## config.mk

```make
export PLATFORM = sky130hd
export DESIGN_NAME = stepper_crossfade_microstep_flat
export DESIGN_NICKNAME = d
export VERILOG_FILES = /design/src/rtl/scm_pkg.sv /design/src/rtl/scm_if.sv /design/src/rtl/scm_divider.sv /design/src/rtl/stepper_crossfade_microstep.sv /design/src/flat_wrapper.sv
export SDC_FILE = /design/constraint.sdc
export NUM_CORES = 1
export LEC_CHECK = 0
export ABC_AREA = 1
export BUFFER_PORTS_ARGS = -buffer_cell sky130_fd_sc_hd__buf_4
export CAP_MARGIN = 20
export CORE_MARGIN = 2
export CORE_UTILIZATION = 60
export DETAILED_ROUTE_END_ITERATION = 10
export MAX_ROUTING_LAYER = met4
export PLACE_DENSITY = 0.78
export SLEW_MARGIN = 15
export SYNTH_ARGS = -nofsm -noshare
export SYNTH_HDL_FRONTEND = slang
export SYNTH_SLANG_ARGS = --single-unit
```

## constraint.sdc

```tcl
create_clock -name clock -period 4.9 [get_ports clock]
set_input_delay 1.47 -clock clock [delete_from_list [all_inputs] [get_ports clock]]
set_output_delay 1.47 -clock clock [all_outputs]
set_load 0.05 [all_outputs]
```

## src/rtl/scm_pkg.sv

```systemverilog
// ============================================================================
// scm_pkg
// Shared types, codes and constants of the stepper cross-fade microstep block.
// ============================================================================
package scm_pkg;

   // Field widths of the channels and the configuration port.
   localparam int CMD_BITS        = 2;
   localparam int PHASE_BITS      = 2;
   localparam int COIL_BITS       = 4;
   localparam int LEVEL_PORT_BITS = 16;
   localparam int CFG_TOP_BITS    = 16;
   localparam int CFG_MSTEP_BITS  = 11;
   localparam int CFG_TIME_BITS   = 10;
   localparam int CSR_INDEX_BITS  = 2;
   localparam int CSR_DATA_BITS   = 16;

   // Defaults of the top-level parameters.
   localparam int DEF_LEVEL_BITS = 16;
   localparam int DEF_TICK_BITS  = 20;

   // Shared divider: the dividend holds the step duration in milliseconds
   // times 1000 at most.
   localparam int DVD_BITS     = 20;
   localparam int DVS_BITS     = CFG_MSTEP_BITS;
   localparam int DIV_CNT_BITS = $clog2(DVD_BITS + 1);
   localparam int US_PER_MS    = 1000;

   // Reset values of the configuration registers.
   localparam logic [CFG_TOP_BITS-1:0]   TOP_RESET   = CFG_TOP_BITS'(1000);
   localparam logic [CFG_MSTEP_BITS-1:0] MSTEP_RESET = CFG_MSTEP_BITS'(10);
   localparam logic [CFG_TIME_BITS-1:0]  TIME_RESET  = CFG_TIME_BITS'(10);

   // Command codes.
   localparam logic [CMD_BITS-1:0] CMD_TICK   = 2'd0;
   localparam logic [CMD_BITS-1:0] CMD_SMOOTH = 2'd1;
   localparam logic [CMD_BITS-1:0] CMD_FULL   = 2'd2;

   // Configuration register indexes.
   localparam logic [CSR_INDEX_BITS-1:0] CSR_PWM_TOP    = 2'd0;
   localparam logic [CSR_INDEX_BITS-1:0] CSR_MICROSTEPS = 2'd1;
   localparam logic [CSR_INDEX_BITS-1:0] CSR_STEP_TIME  = 2'd2;

   typedef struct packed {
      logic                    start;
      logic [DIV_CNT_BITS-1:0] iters;
      logic [DVD_BITS-1:0]     dividend;
      logic [DVS_BITS-1:0]     divisor;
   } div_req_type;

   typedef struct packed {
      logic                done;
      logic [DVD_BITS-1:0] quotient;
   } div_rsp_type;

   typedef struct packed {
      logic                       accepted;
      logic                       busy_res;
      logic [PHASE_BITS-1:0]      phase;
      logic [COIL_BITS-1:0]       coils;
      logic [LEVEL_PORT_BITS-1:0] level_a;
      logic [LEVEL_PORT_BITS-1:0] level_b;
      logic                       pwm_enabled;
      logic                       ramp_done;
   } rsp_payload_type;

   // Coil lines per phase, ordered A+, A-, B+, B- from the top bit down.
   function automatic logic [COIL_BITS-1:0] coil_pattern(input logic [PHASE_BITS-1:0] ph);
      logic [COIL_BITS-1:0] pat;
      unique case (ph)
         2'd0:    pat = 4'b1001;
         2'd1:    pat = 4'b1010;
         2'd2:    pat = 4'b0110;
         default: pat = 4'b0101;
      endcase
      return pat;
   endfunction

endpackage

```

## src/rtl/scm_if.sv

```systemverilog
// ============================================================================
// scm_if
// Request and response channel interfaces with valid/ready handshakes.
// ============================================================================
interface scm_req_if import scm_pkg::*; ();
   logic                valid;
   logic                ready;
   logic [CMD_BITS-1:0] command;
   logic                direction;

   modport source (output valid, output command, output direction, input ready);
   modport sink   (input valid, input command, input direction, output ready);
endinterface

interface scm_rsp_if import scm_pkg::*; ();
   logic                       valid;
   logic                       ready;
   logic                       accepted;
   logic                       busy_res;
   logic [PHASE_BITS-1:0]      phase;
   logic                       coil_a_pos;
   logic                       coil_a_neg;
   logic                       coil_b_pos;
   logic                       coil_b_neg;
   logic [LEVEL_PORT_BITS-1:0] level_a;
   logic [LEVEL_PORT_BITS-1:0] level_b;
   logic                       pwm_enabled;
   logic                       ramp_done;

   modport source (output valid, output accepted, output busy_res, output phase,
                   output coil_a_pos, output coil_a_neg, output coil_b_pos,
                   output coil_b_neg, output level_a, output level_b,
                   output pwm_enabled, output ramp_done, input ready);
   modport sink   (input valid, input accepted, input busy_res, input phase,
                   input coil_a_pos, input coil_a_neg, input coil_b_pos,
                   input coil_b_neg, input level_a, input level_b,
                   input pwm_enabled, input ramp_done, output ready);
endinterface

```

## src/rtl/scm_divider.sv

```systemverilog
// ============================================================================
// scm_divider
// Restoring divider, one quotient bit per cycle, shared by both per-step
// divisions.
// ============================================================================
module scm_divider import scm_pkg::*; (
   input  logic        clock,
   input  logic        reset,
   input  div_req_type div_req,
   output div_rsp_type div_rsp
);

   logic                    busy_ff, busy_in;
   logic                    done_ff, done_in;
   logic [DIV_CNT_BITS-1:0] cnt_ff, cnt_in;
   logic [DVS_BITS-1:0]     rem_ff, rem_in;
   logic [DVD_BITS-1:0]     quo_ff, quo_in;
   logic [DVS_BITS-1:0]     dvs_ff, dvs_in;

   logic [DVS_BITS:0] trial;
   logic [DVS_BITS:0] diff;
   logic              fits;

   // The dividend shifts out of the top of quo_ff while quotient bits enter
   // at the bottom.
   assign trial = {rem_ff, quo_ff[DVD_BITS-1]};
   assign fits  = trial >= {1'b0, dvs_ff};
   assign diff  = trial - {1'b0, dvs_ff};

   always_comb begin
      busy_in = busy_ff;
      done_in = 1'b0;
      cnt_in  = cnt_ff;
      rem_in  = rem_ff;
      quo_in  = quo_ff;
      dvs_in  = dvs_ff;
      if (div_req.start) begin
         busy_in = 1'b1;
         cnt_in  = div_req.iters;
         rem_in  = '0;
         quo_in  = div_req.dividend;
         dvs_in  = div_req.divisor;
      end else if (busy_ff) begin
         rem_in = fits ? diff[DVS_BITS-1:0] : trial[DVS_BITS-1:0];
         quo_in = {quo_ff[DVD_BITS-2:0], fits};
         cnt_in = cnt_ff - DIV_CNT_BITS'(1);
         if (cnt_ff == DIV_CNT_BITS'(1)) begin
            busy_in = 1'b0;
            done_in = 1'b1;
         end
      end
   end

   always_ff @(posedge clock) begin
      if (reset) begin
         busy_ff <= 1'b0;
         done_ff <= 1'b0;
      end else begin
         busy_ff <= busy_in;
         done_ff <= done_in;
      end
   end

   always_ff @(posedge clock) begin
      cnt_ff <= cnt_in;
      rem_ff <= rem_in;
      quo_ff <= quo_in;
      dvs_ff <= dvs_in;
   end

   assign div_rsp.done     = done_ff;
   assign div_rsp.quotient = quo_ff;

endmodule

```

## src/rtl/stepper_crossfade_microstep.sv

```systemverilog
// ============================================================================
// stepper_crossfade_microstep
// Two-phase stepper drive with full steps and linear PWM cross-fade ramps.
// A tick, full step or ignored command passes the execute and finish states
// before its beat is registered; a smooth step that starts a ramp also waits
// in between on two passes through the shared bit-serial divider.
// One command is taken at a time; ready is low while working or stalled.
// Reset: synchronous; coils off, ramp level at zero, registers at their defaults.
// ============================================================================
module stepper_crossfade_microstep import scm_pkg::*; #(
   parameter int LEVEL_BITS = DEF_LEVEL_BITS,
   parameter int TICK_BITS  = DEF_TICK_BITS
) (
   input  logic                      clock,
   input  logic                      reset,
   scm_req_if.sink                   req_chan,
   scm_rsp_if.source                 rsp_chan,
   input  logic                      csr_we,
   input  logic [CSR_INDEX_BITS-1:0] csr_index,
   input  logic [CSR_DATA_BITS-1:0]  csr_wdata
);

   typedef enum logic [4:0] {
      ST_IDLE    = 5'b00001,
      ST_EXEC    = 5'b00010,
      ST_DIV_TOP = 5'b00100,
      ST_DIV_PER = 5'b01000,
      ST_FINISH  = 5'b10000
   } state_type;

   localparam logic [LEVEL_BITS-1:0] LVL_MAX   = '1;
   localparam logic [TICK_BITS-1:0]  TICK_MAX  = '1;
   localparam int                    WIDE_BITS = (TICK_BITS > DVD_BITS) ? TICK_BITS : DVD_BITS;

   // Configuration registers.
   logic [CFG_TOP_BITS-1:0]   pwm_top_ff, pwm_top_in;
   logic [CFG_MSTEP_BITS-1:0] mstep_ff, mstep_in;
   logic [CFG_TIME_BITS-1:0]  step_time_ff, step_time_in;

   // Sequencer and drive state.
   state_type             state_ff, state_in;
   logic [CMD_BITS-1:0]   cmd_ff, cmd_in;
   logic                  dir_ff, dir_in;
   logic [PHASE_BITS-1:0] phase_ff, phase_in;
   logic [LEVEL_BITS-1:0] level_ff, level_in;
   logic                  rising_ff, rising_in;
   logic [LEVEL_BITS-1:0] step_ff, step_in;
   logic [TICK_BITS-1:0]  period_ff, period_in;
   logic [TICK_BITS-1:0]  count_ff, count_in;
   logic                  busy_ff, busy_in;
   logic                  pwm_ff, pwm_in;
   logic [COIL_BITS-1:0]  coil_ff, coil_in;
   logic                  full_ff, full_in;
   logic                  accepted_ff, accepted_in;
   logic                  done_ff, done_in;
   logic [DVD_BITS-1:0]   prod_ff, prod_in;

   // Output register.
   rsp_payload_type rsp_ff, rsp_in;
   logic            rsp_valid_ff, rsp_valid_in;
   logic            rsp_load;

   div_req_type div_req;
   div_rsp_type div_rsp;

   logic [LEVEL_BITS-1:0]   top_lvl;
   logic [DVS_BITS-1:0]     mstep_eff;
   logic [LEVEL_BITS:0]     ramp_sum;
   logic                    rise_over;
   logic                    fall_under;
   logic [TICK_BITS:0]      count_inc;
   logic [PHASE_BITS-1:0]   phase_adv;
   logic [WIDE_BITS-1:0]    quo_wide;
   logic [LEVEL_BITS-1:0]   level_b_val;

   // Full scale saturates at what the level registers can hold.
   assign top_lvl   = (pwm_top_ff > CFG_TOP_BITS'(LVL_MAX)) ? LVL_MAX
                                                            : pwm_top_ff[LEVEL_BITS-1:0];
   assign mstep_eff = (mstep_ff == '0) ? DVS_BITS'(1) : mstep_ff;

   assign ramp_sum   = {1'b0, level_ff} + {1'b0, step_ff};
   assign rise_over  = ramp_sum > {1'b0, top_lvl};
   assign fall_under = step_ff > level_ff;
   assign count_inc  = (TICK_BITS+1)'(count_ff) + (TICK_BITS+1)'(1);
   assign phase_adv  = dir_ff ? (phase_ff - PHASE_BITS'(1)) : (phase_ff + PHASE_BITS'(1));
   assign quo_wide   = WIDE_BITS'(div_rsp.quotient);

   always_comb begin
      pwm_top_in   = pwm_top_ff;
      mstep_in     = mstep_ff;
      step_time_in = step_time_ff;
      if (csr_we) begin
         unique case (csr_index)
            CSR_PWM_TOP:    pwm_top_in   = csr_wdata;
            CSR_MICROSTEPS: mstep_in     = csr_wdata[CFG_MSTEP_BITS-1:0];
            CSR_STEP_TIME:  step_time_in = csr_wdata[CFG_TIME_BITS-1:0];
            default: ;
         endcase
      end
   end

   always_comb begin
      state_in    = state_ff;
      cmd_in      = cmd_ff;
      dir_in      = dir_ff;
      phase_in    = phase_ff;
      level_in    = level_ff;
      rising_in   = rising_ff;
      step_in     = step_ff;
      period_in   = period_ff;
      count_in    = count_ff;
      busy_in     = busy_ff;
      pwm_in      = pwm_ff;
      coil_in     = coil_ff;
      full_in     = full_ff;
      accepted_in = accepted_ff;
      done_in     = done_ff;
      prod_in     = prod_ff;
      rsp_load    = 1'b0;

      div_req.start    = 1'b0;
      div_req.iters    = DIV_CNT_BITS'(LEVEL_BITS);
      div_req.dividend = DVD_BITS'(top_lvl) << (DVD_BITS - LEVEL_BITS);
      div_req.divisor  = mstep_eff;

      unique case (state_ff)
         ST_IDLE: begin
            if (req_chan.valid) begin
               cmd_in      = req_chan.command;
               dir_in      = req_chan.direction;
               accepted_in = 1'b0;
               done_in     = 1'b0;
               state_in    = ST_EXEC;
            end
         end
         ST_EXEC: begin
            state_in = ST_FINISH;
            unique case (cmd_ff)
               CMD_TICK: begin
                  if (busy_ff) begin
                     if (count_inc >= (TICK_BITS+1)'(period_ff)) begin
                        count_in = '0;
                        full_in  = 1'b0;
                        if (rising_ff) begin
                           level_in = rise_over ? top_lvl : ramp_sum[LEVEL_BITS-1:0];
                           done_in  = rise_over;
                        end else begin
                           level_in = fall_under ? '0 : (level_ff - step_ff);
                           done_in  = fall_under;
                        end
                        if ((rising_ff && rise_over) || (!rising_ff && fall_under)) begin
                           busy_in = 1'b0;
                           pwm_in  = 1'b0;
                        end
                     end else begin
                        count_in = count_inc[TICK_BITS-1:0];
                     end
                  end
               end
               CMD_SMOOTH: begin
                  if (!busy_ff) begin
                     accepted_in   = 1'b1;
                     busy_in       = 1'b1;
                     pwm_in        = 1'b1;
                     full_in       = 1'b0;
                     coil_in       = coil_pattern(phase_ff);
                     rising_in     = !phase_ff[0];
                     level_in      = phase_ff[0] ? top_lvl : '0;
                     count_in      = '0;
                     phase_in      = phase_adv;
                     prod_in       = DVD_BITS'(step_time_ff) * DVD_BITS'(US_PER_MS);
                     div_req.start = 1'b1;
                     state_in      = ST_DIV_TOP;
                  end
               end
               CMD_FULL: begin
                  accepted_in = 1'b1;
                  coil_in     = coil_pattern(phase_ff);
                  full_in     = 1'b1;
                  phase_in    = phase_adv;
               end
               default: ;
            endcase
         end
         ST_DIV_TOP: begin
            if (div_rsp.done) begin
               step_in = (div_rsp.quotient == '0) ? LEVEL_BITS'(1)
                                                  : div_rsp.quotient[LEVEL_BITS-1:0];
               div_req.start    = 1'b1;
               div_req.iters    = DIV_CNT_BITS'(DVD_BITS);
               div_req.dividend = prod_ff;
               state_in         = ST_DIV_PER;
            end
         end
         ST_DIV_PER: begin
            if (div_rsp.done) begin
               if (quo_wide == '0) begin
                  period_in = TICK_BITS'(1);
               end else if (quo_wide > WIDE_BITS'(TICK_MAX)) begin
                  period_in = TICK_MAX;
               end else begin
                  period_in = quo_wide[TICK_BITS-1:0];
               end
               state_in = ST_FINISH;
            end
         end
         ST_FINISH: begin
            if (!rsp_valid_ff || rsp_chan.ready) begin
               rsp_load = 1'b1;
               state_in = ST_IDLE;
            end
         end
         default: state_in = ST_IDLE;
      endcase
   end

   assign level_b_val = (top_lvl > level_ff) ? (top_lvl - level_ff) : '0;

   always_comb begin
      rsp_in             = rsp_ff;
      rsp_in.accepted    = accepted_ff;
      rsp_in.busy_res    = busy_ff;
      rsp_in.phase       = phase_ff;
      rsp_in.coils       = coil_ff;
      rsp_in.level_a     = LEVEL_PORT_BITS'(full_ff ? top_lvl : level_ff);
      rsp_in.level_b     = LEVEL_PORT_BITS'(full_ff ? top_lvl : level_b_val);
      rsp_in.pwm_enabled = pwm_ff;
      rsp_in.ramp_done   = done_ff;
      if (!rsp_load) begin
         rsp_in = rsp_ff;
      end
   end

   assign rsp_valid_in = rsp_load || (rsp_valid_ff && !rsp_chan.ready);

   always_ff @(posedge clock) begin
      if (reset) begin
         pwm_top_ff   <= TOP_RESET;
         mstep_ff     <= MSTEP_RESET;
         step_time_ff <= TIME_RESET;
         state_ff     <= ST_IDLE;
         phase_ff     <= '0;
         level_ff     <= '0;
         rising_ff    <= 1'b0;
         step_ff      <= LEVEL_BITS'(1);
         period_ff    <= TICK_BITS'(1);
         count_ff     <= '0;
         busy_ff      <= 1'b0;
         pwm_ff       <= 1'b0;
         coil_ff      <= '0;
         full_ff      <= 1'b0;
         accepted_ff  <= 1'b0;
         done_ff      <= 1'b0;
         rsp_valid_ff <= 1'b0;
      end else begin
         pwm_top_ff   <= pwm_top_in;
         mstep_ff     <= mstep_in;
         step_time_ff <= step_time_in;
         state_ff     <= state_in;
         phase_ff     <= phase_in;
         level_ff     <= level_in;
         rising_ff    <= rising_in;
         step_ff      <= step_in;
         period_ff    <= period_in;
         count_ff     <= count_in;
         busy_ff      <= busy_in;
         pwm_ff       <= pwm_in;
         coil_ff      <= coil_in;
         full_ff      <= full_in;
         accepted_ff  <= accepted_in;
         done_ff      <= done_in;
         rsp_valid_ff <= rsp_valid_in;
      end
   end

   always_ff @(posedge clock) begin
      cmd_ff  <= cmd_in;
      dir_ff  <= dir_in;
      prod_ff <= prod_in;
      rsp_ff  <= rsp_in;
   end

   scm_divider u_divider (
      .clock   (clock),
      .reset   (reset),
      .div_req (div_req),
      .div_rsp (div_rsp)
   );

   assign req_chan.ready       = (state_ff == ST_IDLE);
   assign rsp_chan.valid       = rsp_valid_ff;
   assign rsp_chan.accepted    = rsp_ff.accepted;
   assign rsp_chan.busy_res    = rsp_ff.busy_res;
   assign rsp_chan.phase       = rsp_ff.phase;
   assign rsp_chan.coil_a_pos  = rsp_ff.coils[3];
   assign rsp_chan.coil_a_neg  = rsp_ff.coils[2];
   assign rsp_chan.coil_b_pos  = rsp_ff.coils[1];
   assign rsp_chan.coil_b_neg  = rsp_ff.coils[0];
   assign rsp_chan.level_a     = rsp_ff.level_a;
   assign rsp_chan.level_b     = rsp_ff.level_b;
   assign rsp_chan.pwm_enabled = rsp_ff.pwm_enabled;
   assign rsp_chan.ramp_done   = rsp_ff.ramp_done;

endmodule

```

## src/flat_wrapper.sv

```systemverilog
// flat-port wrapper written by rule: the top's interface ports become plain ports
module stepper_crossfade_microstep_flat import scm_pkg::*;
#(
   parameter int LEVEL_BITS = DEF_LEVEL_BITS,
   parameter int TICK_BITS  = DEF_TICK_BITS
)
  (clock, reset, csr_we, csr_index, csr_wdata, req_chan_valid, req_chan_command, req_chan_direction, req_chan_ready, rsp_chan_valid, rsp_chan_accepted, rsp_chan_busy_res, rsp_chan_phase, rsp_chan_coil_a_pos, rsp_chan_coil_a_neg, rsp_chan_coil_b_pos, rsp_chan_coil_b_neg, rsp_chan_level_a, rsp_chan_level_b, rsp_chan_pwm_enabled, rsp_chan_ramp_done, rsp_chan_ready);
  scm_req_if req_chan_i ();
  scm_rsp_if rsp_chan_i ();
  input  logic clock;
  input  logic reset;
  input  logic csr_we;
  input  logic [CSR_INDEX_BITS-1:0] csr_index;
  input  logic [CSR_DATA_BITS-1:0] csr_wdata;
  input wire logic [$bits(req_chan_i.valid)-1:0] req_chan_valid;
  input wire logic [$bits(req_chan_i.command)-1:0] req_chan_command;
  input wire logic [$bits(req_chan_i.direction)-1:0] req_chan_direction;
  output wire logic [$bits(req_chan_i.ready)-1:0] req_chan_ready;
  output wire logic [$bits(rsp_chan_i.valid)-1:0] rsp_chan_valid;
  output wire logic [$bits(rsp_chan_i.accepted)-1:0] rsp_chan_accepted;
  output wire logic [$bits(rsp_chan_i.busy_res)-1:0] rsp_chan_busy_res;
  output wire logic [$bits(rsp_chan_i.phase)-1:0] rsp_chan_phase;
  output wire logic [$bits(rsp_chan_i.coil_a_pos)-1:0] rsp_chan_coil_a_pos;
  output wire logic [$bits(rsp_chan_i.coil_a_neg)-1:0] rsp_chan_coil_a_neg;
  output wire logic [$bits(rsp_chan_i.coil_b_pos)-1:0] rsp_chan_coil_b_pos;
  output wire logic [$bits(rsp_chan_i.coil_b_neg)-1:0] rsp_chan_coil_b_neg;
  output wire logic [$bits(rsp_chan_i.level_a)-1:0] rsp_chan_level_a;
  output wire logic [$bits(rsp_chan_i.level_b)-1:0] rsp_chan_level_b;
  output wire logic [$bits(rsp_chan_i.pwm_enabled)-1:0] rsp_chan_pwm_enabled;
  output wire logic [$bits(rsp_chan_i.ramp_done)-1:0] rsp_chan_ramp_done;
  input wire logic [$bits(rsp_chan_i.ready)-1:0] rsp_chan_ready;
  assign req_chan_i.valid = req_chan_valid;
  assign req_chan_i.command = req_chan_command;
  assign req_chan_i.direction = req_chan_direction;
  assign req_chan_ready = req_chan_i.ready;
  assign rsp_chan_valid = rsp_chan_i.valid;
  assign rsp_chan_accepted = rsp_chan_i.accepted;
  assign rsp_chan_busy_res = rsp_chan_i.busy_res;
  assign rsp_chan_phase = rsp_chan_i.phase;
  assign rsp_chan_coil_a_pos = rsp_chan_i.coil_a_pos;
  assign rsp_chan_coil_a_neg = rsp_chan_i.coil_a_neg;
  assign rsp_chan_coil_b_pos = rsp_chan_i.coil_b_pos;
  assign rsp_chan_coil_b_neg = rsp_chan_i.coil_b_neg;
  assign rsp_chan_level_a = rsp_chan_i.level_a;
  assign rsp_chan_level_b = rsp_chan_i.level_b;
  assign rsp_chan_pwm_enabled = rsp_chan_i.pwm_enabled;
  assign rsp_chan_ramp_done = rsp_chan_i.ramp_done;
  assign rsp_chan_i.ready = rsp_chan_ready;
  stepper_crossfade_microstep #(.LEVEL_BITS(LEVEL_BITS), .TICK_BITS(TICK_BITS)) u_core (.clock(clock), .reset(reset), .req_chan(req_chan_i), .rsp_chan(rsp_chan_i), .csr_we(csr_we), .csr_index(csr_index), .csr_wdata(csr_wdata));
endmodule
```

---- Yosys cells after proc, flatten, opt, wreduce, memory -nomap -nowiden ----
Cells that the tools add are included.
storage, ports and cells
  register bits after elaboration ......... 238
  input bits .............................. 26
  output and inout port bits .............. 44
  logic and storage cells ................. 183
cells by class
  $add $sub $neg .......................... 8
  $mul .................................... 1
  order comparisons ....................... 7
  eq/ne operators ......................... 25
  mux-type cells .......................... 69
  bitwise logic cells ..................... 2
  reductions and logical operators ........ 37
operators by type and width
  cell                     count
  $mux W16                 12
  $mux W20                 7
  $mux W5                  8
  $pmux W20 S2             1
  $gt A16 B16 Y1           2
  $pmux W16 S2             1
  $sub A16 B16 Y16         2
  $mux W26                 1
  $mux W25                 1
  $pmux W5 S5              1
  $mux W1                  23
  $add A20 B1 Y21 const B  1
  $ge A21 B20 Y1           1
  $gt A20 B20 Y1 const B   1
  $logic_not A20 Y1        1
  $add A16 B16 Y17         1
  $gt A17 B16 Y1           1
  $mul A10 B7 Y17 const B  1
  $gt A16 B16 Y1 const B   1
  $reduce_and A5 Y1        3
  $reduce_and A2 Y1        7
  $ge A12 B11 Y1           1
  $ne A2 B1 Y1 const B     6
  $pmux W1 S2              6
  32 further kinds         59

---- Depth between registers and ports, before layout ----
Gate-level depths: netlist of run 1.
  depth in word-level cells ............... 9
  gate-level depth with buffers ........... 30
  gate-level depth less buffers ........... 28

---- Hierarchy ----
A second synthesis of run 1 with hierarchy kept.
second synthesis, totals
  cells, all modules ...................... 2061
  area, all modules ....................... 15965.3 um^2
by module, submodules not included
  module                       instances  cells each  area each (um^2)  sequential area each (um^2)
  stepper_crossfade_microstep  1          1709        13097.6           4404.2
  scm_divider                  1          352         2867.8            1341.3

---- Least setup slack after synthesis of run 1 ----
No wires, ideal clock.
  kind .................................... flip-flop to flip-flop
  start ................................... register u_core.step_time_ff[2]
  end ..................................... register u_core.prod_ff[16], data pin
  library setup time ...................... 0.265 ns
  arrival ................................. 3.908 ns
  required time ........................... 4.635 ns
  setup slack ............................. 0.727 ns
  stages on the path, launching flop included .. 17
  path buffers ............................ 0
  clock period less this slack ............ 4.173 ns
  cell sequence ........................... dfxtp_1 inv_1 fa_1 fa_1 fa_1 inv_1 fa_1 ha_1 a21oi_1 nand2_1 nand2_1 nand2_1 a21oi_1 o21ai_0 a21oi_1 o21ai_0 xor2_1
between the ends
  word-level cells in the longest chain between the ends .. 1
RTL lines
  element                 line                                RTL
  from (decl)             stepper_crossfade_microstep.sv:38   logic [CFG_TIME_BITS-1:0] step_time_ff, step_time_in;
  from (signal assigned)  stepper_crossfade_microstep.sv:258  step_time_ff <= step_time_in;
  $mul A10 B7 Y17         stepper_crossfade_microstep.sv:171  prod_in = DVD_BITS'(step_time_ff) * DVD_BITS'(US_PER_MS);
  to (signal assigned)    stepper_crossfade_microstep.sv:279  prod_ff <= prod_in;
  to (decl)               stepper_crossfade_microstep.sv:56   logic [DVD_BITS-1:0] prod_ff, prod_in;
No other way between the ends.
A chain may end at the register's enable or synchronous reset.

---- Final worst setup path of run 1 ----
Same ends and word-level chain as after synthesis.

==> results of run 1 <==
how the worst max path moves through the flow:
| stage | end | slack, ns | cells after the start | start |
|---|---|---|---|---|
| 2_1_floorplan | u_core.prod_ff[16] | 0.73 | 16 | u_core.step_time_ff[2] |
| 3_3_place_gp | u_core.prod_ff[16] | 0.52 | 16 | u_core.step_time_ff[2] |
| 3_5_place_dp | u_core.prod_ff[16] | 0.43 | 16 | u_core.step_time_ff[2] |
| 4_1_cts | u_core.prod_ff[16] | 0.40 | 16 | u_core.step_time_ff[2] |
| 5_1_grt | u_core.prod_ff[16] | 0.1 | 16 | u_core.step_time_ff[2] |
| 6_report | u_core.prod_ff[16] | 0.38 | 16 | u_core.step_time_ff[2] |
worst reg2reg max path, cell delays in order, from the launching register on:
cell and delay, ns:
dfxtp_1 0.51, inv_1 0.13, fa_1 0.52, fa_1 0.54
fa_1 0.55, inv_1 0.05, fa_1 0.45, ha_1 0.37
a21oi_1 0.16, nand2_1 0.11, nand2_1 0.07, nand2_1 0.05
a21oi_1 0.19, o21ai_0 0.16, a21oi_1 0.15, o21ai_0 0.12
xor2_1 0.16
power by group through the flow:
| stage | clock network [mW] | logic (mW) | registers (mW) |
|---|---|---|---|
| 3_3_place_gp | 0 | 2.27 | 2.44 |
| 2_1_floorplan | 0 | 1.72 | 2.49 |
| 4_1_cts | 2.10 | 2.34 | 2.41 |
| 6_report | 2.07 | 2.36 | 2.41 |
| 5_1_grt | 2.17 | 2.68 | 2.42 |
| 3_5_place_dp | 0 | 2.32 | 2.45 |
state kept, by name, summed over array words and instances (netlist names), 2 cells and up:
| name | flops |
|---|---|
| u_core.cmd_ff | 2 |
| u_core.coil_ff | 4 |
| u_core.count_ff | 20 |
| u_core.level_ff | 16 |
| u_core.mstep_ff | 11 |
| u_core.period_ff | 20 |
| u_core.phase_ff | 2 |
| u_core.prod_ff | 17 |
| u_core.pwm_top_ff | 16 |
| u_core.rsp_chan.level_a | 16 |
| u_core.rsp_chan.level_b | 16 |
| u_core.rsp_chan.phase | 2 |
| u_core.state_ff | 5 |
| u_core.step_ff | 16 |
| u_core.step_time_ff | 10 |
| u_core.u_divider.cnt_ff | 5 |
| u_core.u_divider.dvs_ff | 11 |
| u_core.u_divider.quo_ff | 20 |
| u_core.u_divider.rem_ff | 11 |
cell families after synthesis:
| kind of cell | synth area share, % |
|---|---|
| AOI/OAI and AO/OA | 14.3 |
| xor gates and xnor gates | 3.73 |
| adders and majority gates | 15.9 |
| buffers and inverters | 9.10 |
| DFF | 36.5 |
| and+or+nand+nor | 20.5 |
placed cells by master, fill, tap and decap left out, types with 21 or more instances in the layout:
| master | instances |
|---|---|
| edfxtp_1 | 98 |
| fa_1 | 34 |
| a21oi_1 | 175 |
| xor2_1 | 46 |
| inv_1 | 288 |
| nand3_1 | 117 |
| buf_4 | 81 |
| nor3_1 | 22 |
| dfxtp_1 | 140 |
| o21ai_0 | 153 |
| xnor2_1 | 21 |
| nor2_1 | 135 |
| nand2_1 | 402 |
| clkbuf_16 | 28 |
| nand4_1 | 22 |
| ha_1 | 146 |
cell type report:
cell class / count / share of cell area (%)
inverters: 297 / 6.41
repair buffers: 81 / 3.50
flip-flops and latches: 238 / 33.0
multi-input cells: 1399 / 49.3
clock inverters: 13 / 0.806
well taps: 335 / 2.41
clock buffers: 37 / 4.51
per-layer routing:
metal	share of wire [%]	global-route usage, %
met5	0	-
met4	3.2	8.54
met3	6.4	3.57
met2	47	47.2
met1	44	39.3
stage by stage:
| step | utilization (%) | std cells |
|---|---|---|
| after floorplan | - | 2008 |
| after global placement | 63.6 | 2350 |
| after detailed placement | 63.6 | 2350 |
| after CTS | 67.1 | 2400 |
| after global routing | 67.1 | 2400 |
| final | 67.1 | 2400 |
==> results.py, run 1 <==
metrics = {
    "status": {
        "status": "finished clean",
    },
    "route": {
        "wl_per_cell_um": 16.5,
        "drtAntennaViolNets": 0,
        "vias": 13506,
        "drt_iter0_markers": 1202,
        "drtPass1Iterations": 10,
        "wl_um": 39500,
        "drc_errors": 0,
        "vias_per_cell": 5.63,
    },
    "synth": {
        "syn_nets": 2214,
        "synth.top_cell.area_share_pct": 18.7,
        "synth_area_leaders": "edfxtp_1 19%, dfxtp_1 18%, ha_1 12%",
        "yosysUniqueCellTypes": 53,
        "synth_commonest_cells": "402 x nand2_1, 289 x inv_1, 176 x a21oi_1, 153 x o21ai_0, 146 x ha_1",
        "yosys_warnings": 0,
        "ys_ff_latch": 238,
        "synthesis.instances": 2008,
        "netlist.top_cell.by_area": "edfxtp_1",
        "synth_most_common_cell": "nand2_1",
        "synth_area_per_cell_um2": 7.84,
        "netlist_area_mm2": 0.0157,
        "yosysSeqAreaShare_pct": 36.5,
        "async_reset_ff_share_pct": 0,
        "synth-edff-count": 98,
        "ys.flop_type": "dfxtp_1",
    },
    "timing": {
        "clock_skew_ns": 0.0141,
        "finalHoldViolCount": 0,
        "period_share_pct": 92.3,
        "rsz0062_at_grt": "false",
        "finalSetupTns_ns": 0,
        "hold_ws_ns": 0.430,
        "setup_viol_count_final": 0,
        "max_freq_mhz": 221,
        "timing.final.ws_setup_ns": 0.376,
        "final_max_slew_viol_count": 0,
        "post-route-min-period_ns": 4.52,
        "worst_pin_slew_ns": 1.03,
        "max_slew_margin_pct": 31.1,
    },
    "worst_setup_path": {
        "critPathMaxStageDelay_ns": 0.54,
        "cp_data_required_time_ns": 5.19,
        "r2r_cells": 16,
        "endpoint_kind": "flip-flop",
        "crit_buf_inv": 2,
        "path_class": "reg2reg",
        "cp_max_fo": 6,
        "arrival_ns": 4.82,
        "start_kind": "flip-flop",
        "r2r_slack_ns": 0.38,
        "path_delay_family": "adder cells",
        "cp_slowest_cell": "fa_1",
        "r2r_start": "u_core.step_time_ff[2]",
        "crit_top_cell": "fa_1",
        "path_cells": "inv_1 -> fa_1 -> fa_1 -> fa_1 -> inv_1 -> fa_1 -> ha_1 -> a21oi_1 -> nand2_1 -> nand2_1 -> nand2_1 -> a21oi_1 -> o21ai_0 -> a21oi_1 -> o21ai_0 -> xor2_1",
        "reg2reg_to": "u_core.prod_ff[16]",
    },
    "final_layout": {
        "seq_area_mm2": 0.00575,
        "multi_input_area_mm2": 0.00858,
        "nets": 2250,
        "area_delta_synth_final_pct": 10.5,
        "num-fill-cells": 2178,
        "final_area_mm2": 0.0174,
        "num_antenna_cells": 0,
        "drive_gt1_share_pct": 8.33,
    },
    "clocking": {
        "clock-sinks": 238,
        "cts.repair.resized": 0,
        "cts_setup_buffers": 0,
        "cts_hold_buffers": 0,
        "cts_buffers": 27,
        "clock-root-buffer": "clkbuf_16",
        "clkSlewWorstSetupHoldPaths_ns": 0.06,
        "cts_tree": "done",
        "htreeDepth": 1,
        "clk_latency_ns": 0.55,
        "cts_buffer_depth": 3,
    },
    "grt": {
        "grt_usage_pct": 29.4,
        "antenna_found_initial": 0,
        "grt_pass1_vias": 12792,
        "grt_pass1_wl_um": 64800,
        "grt_overflow": 0,
        "grt_max_degree": 65,
    },
    "floorplan": {
        "rows": 59,
        "start_util_pct": 60.8,
        "core_area_mm2": 0.0259,
        "ios": 70,
        "die_h_um": 166,
        "die_area_mm2": 0.0276,
        "die_w_um": 166,
    },
    "placed_design": {
        "dpl_cell_area_mm2": 0.0165,
        "numPortBuffers": 69,
        "place_ws_ns": 0.429,
        "gp_congestion": 0.937,
        "place_hpwl_um": 30500,
    },
    "power": {
        "power_density_mw_per_mm2": 393,
        "p_total_mw": 6.84,
        "p_leak_nw": 8.18,
        "clock_power_share_pct": 30.3,
        "power.share.combinational_pct": 34.5,
        "p_sw_mw": 2.51,
        "swShare_pct": 36.7,
        "ir_worst_vdd_mv": 0.378,
        "power.share.sequential_pct": 35.2,
        "p_int_mw": 4.33,
    },
    "min_path": {
        "hold_path_startpoint": "u_core.mstep_ff[3]",
        "hold_class": "reg2reg",
        "min_path_cells": 0,
        "hold_path_end": "u_core.u_divider.dvs_ff[3]",
    },
    "job": {
        "drv_cap": 0,
    },
}
Note: power is estimated with default switching activity, not from simulation.
==> inputs of run 2 (changes only) <==
--- a/config.mk
+++ b/config.mk
@@ -8,6 +8,7 @@
 export ABC_AREA = 1
 export BUFFER_PORTS_ARGS = -buffer_cell sky130_fd_sc_hd__buf_4
 export CAP_MARGIN = 20
+export CORE_ASPECT_RATIO = 0.8
 export CORE_MARGIN = 2
 export CORE_UTILIZATION = 60
 export DETAILED_ROUTE_END_ITERATION = 10
==> run 2 against run 1 <==
Clock-buffer cell count shrank 3. Setup slack lost 0.0059 ns. Register-to-register slack is essentially flat. Cell area grew 0.13%. Final cell count grew 0.79%. Clock skew shrank 0.0022 ns. Core utilization shrank 0.30 points. Via count grew 1.9%.
==> results.py, run 2 (synthesis gave the netlist of run 1 again) <==
metrics = {
    "final_layout": {
        "nets": 2249,
        "reg_top3": "u_core.count_ff x20, u_core.period_ff x20, u_core.u_divider.quo_ff x20",
        "multi_input_area_mm2": 0.00858,
        "seq_area_mm2": 0.00575,
        "final_common_cell": "nand2_1",
        "area_delta_synth_final_pct": 10.6,
        "most-common-layout-cells": "402 x nand2_1, 288 x inv_1, 175 x a21oi_1",
        "drive_gt1_share_pct": 8.34,
        "num_antenna_cells": 0,
        "num-fill-cells": 2200,
    },
    "timing": {
        "rsz0062_at_grt": "false",
        "finalHoldViolCount": 0,
        "hold_ws_ns": 0.429,
        "max_freq_mhz": 221,
        "final_max_slew_viol_count": 0,
        "max_slew_margin_pct": 35.3,
        "post-route-min-period_ns": 4.53,
        "worst_pin_slew_ns": 0.967,
        "finalSetupTns_ns": 0,
        "clock_skew_ns": 0.0119,
        "period_share_pct": 92.4,
        "setup_viol_count_final": 0,
    },
    "floorplan": {
        "rows": 53,
        "ios": 70,
        "die_h_um": 149,
        "die_area_mm2": 0.0276,
        "die_w_um": 185,
        "start_util_pct": 60.4,
        "core_area_mm2": 0.0261,
    },
    "clocking": {
        "clk_latency_ns": 0.55,
        "cts_buffer_depth": 3,
        "htreeDepth": 1,
        "clock-root-buffer": "clkbuf_16",
        "cts_setup_buffers": 0,
        "cts_hold_buffers": 0,
        "cts.repair.resized": 0,
        "clock-sinks": 238,
        "cts_buffers": 25,
        "clkSlewWorstSetupHoldPaths_ns": 0.06,
        "cts_tree": "done",
    },
    "grt": {
        "grt_pass1_wl_um": 67100,
        "grt_overflow": 0,
        "grt_max_degree": 53,
        "grt_usage_pct": 31.7,
        "grt_pass1_vias": 13128,
        "antenna_found_initial": 0,
    },
    "power": {
        "swShare_pct": 37.2,
        "power.share.sequential_pct": 35.1,
        "ir_worst_vdd_mv": 0.289,
        "p_sw_mw": 2.56,
        "clock_power_share_pct": 30.0,
        "p_leak_nw": 8.18,
        "power_density_mw_per_mm2": 394,
        "power.share.combinational_pct": 35.0,
        "p_int_mw": 4.31,
    },
    "min_path": {
        "hold_path_startpoint": "u_core.accepted_ff",
        "hold_class": "reg2reg",
        "min_path_cells": 0,
        "hold_path_end": "u_core.rsp_chan.accepted",
    },
    "placed_design": {
        "gp_congestion": 1.01,
        "numPortBuffers": 69,
        "place_hpwl_um": 32000,
    },
    "route": {
        "drc_errors": 0,
        "drt_iter0_markers": 1091,
        "drtPass1Iterations": 5,
        "vias_per_cell": 5.69,
        "wl_um": 41700,
        "drtAntennaViolNets": 0,
        "vias": 13768,
        "wl_per_cell_um": 17.2,
    },
    "worst_setup_path": {
        "critPathMaxStageDelay_ns": 0.58,
        "crit_top_cell": "fa_1",
        "endpoint_kind": "flip-flop",
        "crit_buf_inv": 2,
        "r2r_slack_ns": 0.37,
        "start_kind": "flip-flop",
        "cp_max_fo": 6,
        "r2r_start": "u_core.step_time_ff[2]",
        "path_cells": "inv_1 -> fa_1 -> fa_1 -> fa_1 -> inv_1 -> fa_1 -> ha_1 -> a21oi_1 -> nand2_1 -> nand2_1 -> nand2_1 -> a21oi_1 -> o21ai_0 -> a21oi_1 -> o21ai_0 -> xor2_1",
        "reg2reg_to": "u_core.prod_ff[16]",
        "cp_data_required_time_ns": 5.19,
        "arrival_ns": 4.82,
        "cp_slowest_cell": "fa_1",
        "r2r_cells": 16,
        "path_class": "reg2reg",
        "path_delay_family": "adder cells",
    },
    "status": {
        "status": "finished clean",
    },
    "job": {
        "drv_cap": 0,
    },
}
## run 2: per-stage QoR
step	utilization [%]	setup WS (ns)	total power, mW	cell area [um2]	instances
after floorplan	-	0.727	4.21	15700	2008
after global placement	63.3	0.560	4.73	16500	2372
after detailed placement	63.3	0.430	4.80	16500	2372
after CTS	66.8	0.383	6.85	17400	2418
after global routing	66.8	0.0912	7.26	17400	2419
final	66.8	0.370	6.87	17400	2419
## run 2: worst max-delay path by stage
stage / start / cells past startpoint / endpoint
floorplan: u_core.step_time_ff[2] / 16 / u_core.prod_ff[16]
CTS: u_core.step_time_ff[2] / 16 / u_core.prod_ff[16]
global placement: u_core.step_time_ff[2] / 16 / u_core.prod_ff[16]
finish: u_core.step_time_ff[2] / 16 / u_core.prod_ff[16]
detailed placement: u_core.step_time_ff[2] / 16 / u_core.prod_ff[16]
global route: u_core.step_time_ff[2] / 16 / u_core.prod_ff[16]
## run 2: final cells by class
| cell class | instances | area share, % |
|---|---|---|
| clock inverters | 12 | 0.805 |
| flip-flops and latches | 238 | 33.0 |
| inverters | 297 | 6.40 |
| multi-input cells | 1399 | 49.3 |
| well taps | 357 | 2.56 |
| repair buffers | 82 | 3.58 |
| clock buffers | 34 | 4.39 |
## run 2: worst register-to-register path, delay by kind of cell, from the launching register on
family / cells / cell delay, ns
AOI/OAI and AO/OA: 5 / 0.76
xor gates and xnor gates: 1 / 0.15
adders and majority gates: 5 / 2.46
buffers and inverters: 2 / 0.18
DFF: 1 / 0.49
and+or+nand+nor: 3 / 0.24
## run 2: power groups by stage
stage	Sequential, mW	Clock [mW]	Combinational (mW)
2_1_floorplan	2.49	0	1.72
3_3_place_gp	2.44	0	2.29
3_5_place_dp	2.45	0	2.35
4_1_cts	2.41	2.07	2.37
5_1_grt	2.42	2.15	2.68
6_report	2.41	2.06	2.40
## run 2: layer usage
layer,part of all wire [%],global-route usage (%),vias up
met5,0,-,-
met4,2.9,9.21,0
met3,6.9,4.96,81
met2,45,49.3,466
met1,45,43.0,6522
li1,-,-,6699
